**src/bcpe_pkg.sv**
```systemverilog
// Package with the shared types and constants of the Bezier curve point evaluator.
package bcpe_pkg;

    localparam int MAX_POINTS_DEF  = 16;
    localparam int COORD_BITS_DEF  = 16;
    localparam int DEG_BITS        = 4;
    localparam int INDEX_BITS      = 4;
    localparam int T_BITS          = 17;
    localparam int T_FRAC          = 16;
    localparam logic [T_BITS-1:0] T_ONE = 17'h10000;
    localparam logic [DEG_BITS-1:0] DEGREE_RESET = 4'd3;

    typedef enum logic
    {
        REQ_LOAD = 1'b0,
        REQ_EVAL = 1'b1
    } req_t;

    typedef enum logic [1:0]
    {
        ST_IDLE,
        ST_READ,
        ST_DRAIN,
        ST_DONE
    } state_t;

endpackage

```
**src/bezier_curve_point_eval.sv**
```systemverilog
// Bezier curve point evaluator: control point store and de Casteljau evaluation engine.
//
// A transfer with tuser low loads one control point; a transfer with tuser high evaluates
// the curve of the configured degree n at t and returns one point on the master side.
// Each level of de Casteljau streams through a working memory, one interpolation of all
// three coordinates per cycle, read one entry ahead with a single read port; each level
// then drains the read pipeline before the next level reads its results. Degree zero
// still passes point 0 through the read pipeline. No further transfer is accepted from
// an accepted evaluation until its result has been handed to the output register. Loads
// are accepted while an earlier result still waits on the master side. No clearing pass is
// run after reset; points must be loaded before they are used.
module bezier_curve_point_eval #(
    parameter int MAX_POINTS = bcpe_pkg::MAX_POINTS_DEF,
    parameter int COORD_BITS = bcpe_pkg::COORD_BITS_DEF
) (
    input  logic clk,
    input  logic rst_n,
    input  logic cfg_we,
    input  logic [bcpe_pkg::DEG_BITS-1:0] cfg_wdata,
    input  logic s_tvalid,
    output logic s_tready,
    // from bit 0: point_index, point_x, point_y, point_z, param_t, zero fill
    input  logic [((bcpe_pkg::INDEX_BITS + 3*COORD_BITS + bcpe_pkg::T_BITS + 7)/8)*8-1:0] s_tdata,
    // req_type
    input  logic s_tuser,
    output logic m_tvalid,
    input  logic m_tready,
    // from bit 0: curve_x, curve_y, curve_z, zero fill
    output logic [((3*COORD_BITS + 7)/8)*8-1:0] m_tdata
);
    import bcpe_pkg::*;

    localparam int CB      = COORD_BITS;
    localparam int IDX_W   = (MAX_POINTS > 1) ? $clog2(MAX_POINTS) : 1;
    localparam int WORD_W  = 3*CB;
    localparam int M_W     = ((3*CB + 7)/8)*8;
    localparam int X_LO    = INDEX_BITS;
    localparam int T_LO    = INDEX_BITS + 3*CB;

    // u + floor(t*(v-u) / 2^16); the exact result lies between u and v, so truncation is safe
    function automatic logic [CB-1:0] lerp(input logic [CB-1:0] u, input logic [CB-1:0] v,
                                           input logic [T_BITS-1:0] t);
        logic signed [CB:0]      d;
        logic signed [CB+18:0]   p;
        logic [CB-1:0]           s;
        d = $signed({v[CB-1], v}) - $signed({u[CB-1], u});
        p = $signed({1'b0, t}) * d;
        s = p[CB+T_FRAC-1:T_FRAC];
        return u + s;
    endfunction

    state_t state_reg, state_next;

    logic [DEG_BITS-1:0] degree_reg;
    logic [T_BITS-1:0]   t_reg, t_next;
    logic [IDX_W-1:0]    n_reg, n_next;
    logic [IDX_W-1:0]    level_reg, level_next;
    logic [IDX_W-1:0]    rd_idx_reg, rd_idx_next;
    logic [IDX_W-1:0]    idx_d_reg;
    logic                rdv_reg;
    logic [WORD_W-1:0]   prev_reg;
    logic [WORD_W-1:0]   res_reg;
    logic [WORD_W-1:0]   out_reg;
    logic                m_tvalid_reg;

    logic [WORD_W-1:0]   pts_mem [MAX_POINTS];
    logic [WORD_W-1:0]   work_mem [MAX_POINTS];
    logic [WORD_W-1:0]   pts_q_reg;
    logic [WORD_W-1:0]   work_q_reg;

    logic                s_fire;
    logic                load_fire;
    logic                eval_fire;
    logic                out_free;
    logic [IDX_W-1:0]    last_idx;
    logic [WORD_W-1:0]   rd_data;
    logic [WORD_W-1:0]   lerp_word;
    logic                wr_en;
    logic [IDX_W-1:0]    wr_idx;
    logic [INDEX_BITS-1:0] in_index;
    logic [WORD_W-1:0]   in_point;
    logic [T_BITS-1:0]   in_t;

    assign in_index  = s_tdata[INDEX_BITS-1:0];
    assign in_point  = s_tdata[X_LO +: WORD_W];
    assign in_t      = s_tdata[T_LO +: T_BITS];

    assign s_tready  = (state_reg == ST_IDLE);
    assign s_fire    = s_tvalid && s_tready;
    assign load_fire = s_fire && (req_t'(s_tuser) == REQ_LOAD) && (int'(in_index) < MAX_POINTS);
    assign eval_fire = s_fire && (req_t'(s_tuser) == REQ_EVAL);
    assign out_free  = !m_tvalid_reg || m_tready;

    assign t_next    = (in_t > T_ONE) ? T_ONE : in_t;
    assign n_next    = (int'(degree_reg) > MAX_POINTS - 1) ? IDX_W'(MAX_POINTS - 1)
                                                          : IDX_W'(degree_reg);

    // Level j reads entries 0 .. n-j+1; degree zero reads entry 0 alone
    assign last_idx  = (n_reg == '0) ? '0 : IDX_W'(n_reg - level_reg + IDX_W'(1));

    // Level one reads the control points, later levels the working copy
    assign rd_data   = (level_reg == IDX_W'(1)) ? pts_q_reg : work_q_reg;

    always_comb
    begin
        for (int c = 0; c < 3; c++)
        begin
            lerp_word[c*CB +: CB] = lerp(prev_reg[c*CB +: CB], rd_data[c*CB +: CB], t_reg);
        end
    end

    assign wr_en  = rdv_reg && (idx_d_reg != '0);
    assign wr_idx = idx_d_reg - IDX_W'(1);

    // Next-state logic
    always_comb
    begin
        state_next = state_reg;
        case (state_reg)
            ST_IDLE:
            begin
                if (eval_fire)
                begin
                    state_next = ST_READ;
                end
            end
            ST_READ:
            begin
                if (rd_idx_reg == last_idx)
                begin
                    state_next = ST_DRAIN;
                end
            end
            ST_DRAIN:
            begin
                if (!rdv_reg)
                begin
                    state_next = (level_reg >= n_reg) ? ST_DONE : ST_READ;
                end
            end
            ST_DONE:
            begin
                if (out_free)
                begin
                    state_next = ST_IDLE;
                end
            end
            default:
            begin
                state_next = ST_IDLE;
            end
        endcase
    end

    // Sequencer counters
    always_comb
    begin
        level_next  = level_reg;
        rd_idx_next = rd_idx_reg;
        case (state_reg)
            ST_IDLE:
            begin
                level_next  = IDX_W'(1);
                rd_idx_next = '0;
            end
            ST_READ:
            begin
                if (rd_idx_reg != last_idx)
                begin
                    rd_idx_next = rd_idx_reg + IDX_W'(1);
                end
            end
            ST_DRAIN:
            begin
                if (!rdv_reg && (level_reg < n_reg))
                begin
                    level_next  = level_reg + IDX_W'(1);
                    rd_idx_next = '0;
                end
            end
            default:
            begin
                level_next  = level_reg;
                rd_idx_next = rd_idx_reg;
            end
        endcase
    end

    always_ff @(posedge clk or negedge rst_n)
    begin
        if (!rst_n)
        begin
            state_reg    <= ST_IDLE;
            degree_reg   <= DEGREE_RESET;
            level_reg    <= IDX_W'(1);
            rd_idx_reg   <= '0;
            rdv_reg      <= 1'b0;
            m_tvalid_reg <= 1'b0;
        end
        else
        begin
            state_reg  <= state_next;
            level_reg  <= level_next;
            rd_idx_reg <= rd_idx_next;
            rdv_reg    <= (state_reg == ST_READ);
            if (cfg_we)
            begin
                degree_reg <= cfg_wdata;
            end
            if (state_reg == ST_DONE && out_free)
            begin
                m_tvalid_reg <= 1'b1;
            end
            else if (m_tready)
            begin
                m_tvalid_reg <= 1'b0;
            end
        end
    end

    // Datapath registers
    always_ff @(posedge clk)
    begin
        idx_d_reg <= rd_idx_reg;
        if (eval_fire)
        begin
            t_reg <= t_next;
            n_reg <= n_next;
        end
        if (rdv_reg)
        begin
            prev_reg <= rd_data;
            if (idx_d_reg == '0)
            begin
                if (n_reg == '0)
                begin
                    res_reg <= rd_data;
                end
            end
            else if (level_reg == n_reg)
            begin
                res_reg <= lerp_word;
            end
        end
        if (state_reg == ST_DONE && out_free)
        begin
            out_reg <= res_reg;
        end
    end

    // Control point store and working memory
    always_ff @(posedge clk)
    begin
        if (load_fire)
        begin
            pts_mem[IDX_W'(in_index)] <= in_point;
        end
        pts_q_reg <= pts_mem[rd_idx_reg];
    end

    always_ff @(posedge clk)
    begin
        if (wr_en)
        begin
            work_mem[wr_idx] <= lerp_word;
        end
        work_q_reg <= work_mem[rd_idx_reg];
    end

    assign m_tvalid = m_tvalid_reg;
    assign m_tdata  = M_W'(out_reg);

    // The read index never runs past the end of the current level.
    assert property (@(posedge clk) disable iff (!rst_n)
        (state_reg == ST_READ) |-> (rd_idx_reg <= last_idx))
        else $error("read index beyond the end of the level");

    // The result is only taken once the last interpolation has left the pipeline.
    assert property (@(posedge clk) disable iff (!rst_n)
        (state_reg == ST_DONE) |-> !rdv_reg)
        else $error("result taken with a read still in flight");

    // The level counter stays within a nonzero degree while an evaluation runs.
    assert property (@(posedge clk) disable iff (!rst_n)
        (state_reg != ST_IDLE && n_reg != '0) |-> (level_reg <= n_reg && level_reg != '0))
        else $error("level counter out of range");

    // A new result appears only when an evaluation completes.
    assert property (@(posedge clk) disable iff (!rst_n)
        $rose(m_tvalid_reg) |-> ($past(state_reg) == ST_DONE))
        else $error("result presented without a finished evaluation");

    // No working-memory write happens outside an evaluation.
    assert property (@(posedge clk) disable iff (!rst_n)
        wr_en |-> (state_reg == ST_READ || state_reg == ST_DRAIN))
        else $error("working memory written while idle");

endmodule

```
**config.mk**
```make
export PLATFORM = sky130hd
export DESIGN_NAME = bezier_curve_point_eval
export DESIGN_NICKNAME = d
export VERILOG_FILES = /design/src/bcpe_pkg.sv /design/src/bezier_curve_point_eval.sv
export SDC_FILE = /design/constraint.sdc
export NUM_CORES = 2
export LEC_CHECK = 0
export BUFFER_PORTS_ARGS = -buffer_cell sky130_fd_sc_hd__buf_2
export CORE_UTILIZATION = 62
export DETAILED_ROUTE_END_ITERATION = 8
export GPL_ROUTABILITY_DRIVEN = 0
export PLACE_DENSITY = 0.89
export REMOVE_ABC_BUFFERS = 1
export SLEW_MARGIN = 10
export SYNTH_ARGS = -nofsm -noshare
export SYNTH_HDL_FRONTEND = slang
export SYNTH_SLANG_ARGS = --single-unit
```
**constraint.sdc**
```tcl
create_clock -name clk -period 14 [get_ports clk]
set_input_delay 2.8 -clock clk [delete_from_list [all_inputs] [get_ports clk]]
set_output_delay 2.8 -clock clk [all_outputs]
set_load 0.02 [all_outputs]
```
-- After elaboration in Yosys (flattened, before gate mapping)
Memory sizes are Yosys's and may differ from the RTL's. A register that Yosys moved wholly into a read port is not among the register bits.
Cells that the tools add are included.
- register bits after elaboration: 185
- memory bits (writable): 1536
- input port bits: 82
- output and inout bits: 50
- memories kept: 2
- memory list (name ; depth ; width ; rd ports ; clocked after Yosys merged registers in ; write ports ; RTL line ; text):
    pts_mem ; 16 ; 48 ; 1 ; 1 ; 1 ; bezier_curve_point_eval.sv:66 ; logic [WORD_W-1:0] pts_mem [MAX_POINTS];
    work_mem ; 16 ; 48 ; 1 ; 1 ; 1 ; bezier_curve_point_eval.sv:67 ; logic [WORD_W-1:0] work_mem [MAX_POINTS];
- add/subtract/negate cells: 11
- multiply operators: 3
- order comparisons: 3
- equal/unequal tests: 14
- mux-type cells: 22
- bitwise logic cells: 1
- reduce and logical (&&, ||, !) cells: 21
- operators by type and width (operator ; count):
    $mux W48 ; 4
    $mul A18 B17 Y32 ; 3
    $sub A16 B16 Y17 ; 3
    $add A16 B16 Y16 ; 3
    $gt A17 B17 Y1 const B ; 1
    $mux W4 ; 4
    $add A4 B1 Y4 const B ; 3
    $ne A2 B2 Y1 const B ; 6
    $pmux W4 S3 ; 1
    $mux W2 ; 5
    $eq A4 B4 Y1 ; 2
    $logic_not A4 Y1 ; 2
    $pmux W2 S4 ; 1
    $pmux W4 S2 ; 1
    $logic_and A1 B1 Y1 ; 6
    $mux W1 ; 6
    $reduce_and A3 Y1 ; 2
    $reduce_bool A2 Y1 ; 3
    $eq A2 B2 Y1 const B ; 2
    $eq A4 B1 Y1 const B ; 1
    $ge A4 B4 Y1 ; 1
    $lt A4 B4 Y1 ; 1
    $ne A4 B4 Y1 ; 1
    $reduce_and A4 Y1 ; 1
    11 further kinds ; 12

-- Logic depth before layout (Yosys ltp)
- word-level depth: 7
- gate-level depth with buffers: 48
- gate-level depth less buffers: 45

-- Least setup slack after synthesis
OpenSTA, ideal clock, no wires.
- path type: register -> register
- start: reg level_reg[0]
- end: reg res_reg[15] (data pin)
- arrival time: 11226 ps
- required time: 13740 ps
- path slack: 2514 ps
- cell stages (with the launch flop): 45
- cells stage by stage: dfstp_2 -> ha_1 -> nor3b_1 -> clkbuf_1 -> clkbuf_1 -> mux2i_1 -> ha_1 -> inv_1 -> fa_1 -> a211oi_1 -> nor2_1 -> o21a_1 -> nor2_1 -> a21oi_1 -> xor2_1 -> clkbuf_1 -> nand2_1 -> fa_1 -> [9 not listed] -> a21o_1 -> a21o_1 -> a32oi_1 -> o211ai_1 -> o311a_1 -> o21a_1 -> nor2_1 -> xnor2_1 -> ha_1 -> and4_1 -> a211oi_1 -> o21ai_0 -> a211oi_1 -> o211ai_1 -> a41oi_1 -> xor2_1 -> xnor3_1 -> mux2_2
- word-level cells in the longest chain between the ends: 7
- elaborated cells between the ends (all ways): 8
- those cells by class: add/sub: 2; mul: 1; eq/ne: 1; mux: 4
- RTL lines (item ; RTL line ; text):
    start: declaration ; bezier_curve_point_eval.sv:57 ; logic [IDX_W-1:0] level_reg, level_next;
    start signal: assignment ; bezier_curve_point_eval.sv:203 ; level_reg <= level_next;
    $eq A4 B1 Y1 ; bezier_curve_point_eval.sv:102 ; assign rd_data = (level_reg == IDX_W'(1)) ? pts_q_reg : work_q_reg;
    $mux W48 ; bezier_curve_point_eval.sv:102 ;
    $sub A16 B16 Y17 ; bezier_curve_point_eval.sv:46 ; d = $signed({v[CB-1], v}) - $signed({u[CB-1], u});
    $mul A18 B17 Y32 ; bezier_curve_point_eval.sv:47 ; p = $signed({1'b0, t}) * d;
    $add A16 B16 Y16 ; bezier_curve_point_eval.sv:49 ; return u + s;
    named net lerp_word[15] ; bezier_curve_point_eval.sv:77 ; logic [WORD_W-1:0] lerp_word;
    $mux W48 ; bezier_curve_point_eval.sv:240 ; else if (level_reg == n_reg)
    $mux W48 ; bezier_curve_point_eval.sv:233 ; if (idx_d_reg == '0)
    end signal: assignment ; bezier_curve_point_eval.sv:237 ; res_reg <= rd_data;
    end signal: assignment ; bezier_curve_point_eval.sv:242 ; res_reg <= lerp_word;
    end: declaration ; bezier_curve_point_eval.sv:62 ; logic [WORD_W-1:0] res_reg;
The timed path passes the listed nets, and every way through them passes these cells. The select of a mux whose other input is x is not followed.
A chain may end at the register's enable or synchronous reset.

-- Worst setup path in the final report
- start: reg level_reg[0]
- end: reg res_reg[31] (data pin)
The elaborated chain is that of the path after synthesis.

==> impl_metrics.toml <==
[run_status]
outcome = "finished clean"

[grt]
grt_start_max_net_pins = 125
antenna_found_initial = 22
grt-ovfl-total = 0
grt_pass1_vias = 65700
grtUsageTotal_pct = 31.9
grt_pass1_wl_um = 387000

[floorplan]
dieArea_sq_mm = 0.162
coreArea_sq_mm = 0.159
die_y_um = 402
io_pins = 132
initial_core_util_pct = 62.5
die_x_um = 402
num_rows = 146

[placement]
place.port_buffers = 128
dpl_cell_area_sq_mm = 0.103
hpwl_um = 147000
dp_cells = 9218

[yosys]
synthDistinctLibCells = 81
postSynth.asyncResetShare_pct = 0.881
synth_edf_count = 1701
yosys_warnings = 0
syn-mean-instance-area_sq_um = 13.9
netlist.area_leader.share_pct = 51.5
ys_ff_latch = 1817
yosys-top-cells-area = "edfxtp_1 (52%), fa_1 (14%), ha_1 (5.4%)"
synth_area_leader_cell = "edfxtp_1"
syn-instance-count = 7157
synth.yosys.seq_area_share_pct = 53.9
ys.flop_type = "edfxtp_1"
mappedNetlistArea_sq_mm = 0.0992

[drt]
routed_wl_um = 256000
via_count = 61900
viasPerCell = 6.49
wl_per_cell_um = 26.8
drc_errors = 0
dr.first_iter.drc_count = 7584
ant_nets = 0
drt_pass1_iterations = 6

[timing]
period_share_pct = 94.6
finalCriticalPeriod_ns = 13.24
tightestPinTransition_ns = 1.38
fin_worst_skew_ns = 0.0699
finalSetupViolations = 0
rsz0062_at_grt = "false"
hold_violations = 0
fin_tns_setup_ns = 0
finalHoldWorstSlack_ns = 0.416
slew_violations = 0
fmax_mhz = 75.5
slew_headroom_pct = 7.48

[worst_hold_path]
hold-path-cell-count = 0
hold_start = "res_reg[23]"
holdCritPathClass = "flop to flop"
hold_path_end = "m_tdata[23]"

[clock_tree]
clk_pin_slew_ns = 0.06
clock-sinks = 1817
cts_hold_buffers = 0
cts_buffers = 171
clk_latency_ns = 0.83
post_cts_resize_count = 0
post_cts_buffers = 0
clock_path_buffers = 3
ctsHtreeMaxLevel = 4
cts_tree = "yes"
ctsRootBufferMaster = "clkbuf_16"

[setup_path]
cp_common_cell = "fa_1"
cp_num_buf_inv = 6
start_kind = "flop"
cp_slowest_cell = "xor2_1"
cp_max_fo = 17
crit_family = "adder cells"
cp_data_arrival_time_ns = 13.91
crit_type = "flop to flop"
required_ns = 14.66
cp_slowest_stage_delay_ns = 0.92
rrSetupSlack_ns = 0.76
critPathCaptureType = "flop"
reg2reg_depth = 44
timing.rr.start = "level_reg[0]"
worstReg2RegEnd = "res_reg[31]"

[finish]
syn2layout_area_growth_pct = 9.62
regArea_sq_mm = 0.0535
finalInstanceArea_sq_mm = 0.109
multi_input_area_sq_mm = 0.0417
fill_cells = 9499
drive_gt1_share_pct = 13.1
top_regs = "pts_mem (768), work_mem (768)"
instances_no_fill = 9550
nets = 8505
layout_commonest_cell = "edfxtp_1"
layout_common_cells = "edfxtp_1 (1701), inv_1 (914), nand2_1 (694), fa_1 (676), ha_1 (428)"

[run]
drv_cap = 0
## cells by family after synthesis
kind of cell             after synthesis  share of synthesized area [%]
XOR/XNOR                             132                           1.22
multiplexers                         637                           9.04
adder cells (fa/ha/maj)             1104                           19.0
AND/OR/NAND/NOR                     1448                           6.97
AO/OA/AOI/OAI                        785                           5.10
buffers and inverters               1233                           4.67
flip-flops                          1817                           53.9
other                                  1                        0.00378
## layer usage
layer | track usage [%] | wire length, um | vias up
met5 | 0 | 133 | -
met4 | 16.9 | 14600 | 22
met3 | 7.00 | 29300 | 1072
met2 | 53.6 | 126000 | 4574
met1 | 38.6 | 85400 | 30900
li1 | - | - | 25400
## synth_stat cells, drive strengths merged, types with 12 or more instances
library cell	number
a22oi	99
nand3b	14
nand4	14
mux2i	294
a21o	33
o21a	27
nor2	158
buf	38
edfxtp	1701
xnor2	91
o21bai	12
fa	676
clkbuf	281
or2	22
nand2	695
dfrtp	13
nor2b	77
mux4	192
and3	19
nand2b	29
mux2	151
a221oi	98
nor3b	18
dfxtp	100
o21ai	247
ha	428
a21oi	182
a211oi	15
and2	292
nor3	40
xor2	38
inv	914
nand3	36
## worst reg2reg max path: cells and delay by family, from the launching register on
| kind | cells | cell delay (ns) |
|---|---|---|
| adder cells (fa/ha/maj) | 11 | 4.28 |
| AO/OA/AOI/OAI | 16 | 3.97 |
| AND/OR/NAND/NOR | 6 | 1.41 |
| XOR/XNOR | 3 | 1.17 |
| buffers and inverters | 6 | 0.90 |
| multiplexers | 2 | 0.79 |
| flip-flops | 1 | 0.59 |
## worst max-delay path by stage
stage,end,from,cells past startpoint,slack (ns)
final,res_reg[31],level_reg[0],44,0.76
after global routing,res_reg[31],level_reg[0],43,0.07
after CTS,res_reg[31],level_reg[0],39,0.91
after detailed placement,res_reg[15],level_reg[0],42,1.19
after global placement,res_reg[15],level_reg[0],42,1.61
after floorplan,rd_idx_reg[3],rd_idx_reg[0],8,-6.19
## through the flow
| step | worst slack (ns) | util (%) |
|---|---|---|
| 3_3_place_gp | 1.61 | 64.8 |
| 4_1_cts | 0.913 | 68.5 |
| 6_report | 0.756 | 68.5 |
| 3_5_place_dp | 1.19 | 64.8 |
| 2_1_floorplan | -6.19 | - |
| 5_1_grt | 0.0655 | 68.5 |
## final cells by class
cell class                      count  share of cell area [%]
Sequential cell                  1817                    49.2
Multi-Input combinational cell   4154                    38.3
Clock buffer                      245                    4.45
Inverter                          914                    3.16
Tap cell                         2072                    2.39
Timing Repair Buffer              261                    1.55
Clock inverter                     76                   0.871
Antenna cell                       11                  0.0253
Power is not shown: default switching activity piles up to over one toggle a cycle in this logic, so the estimate is an artifact.
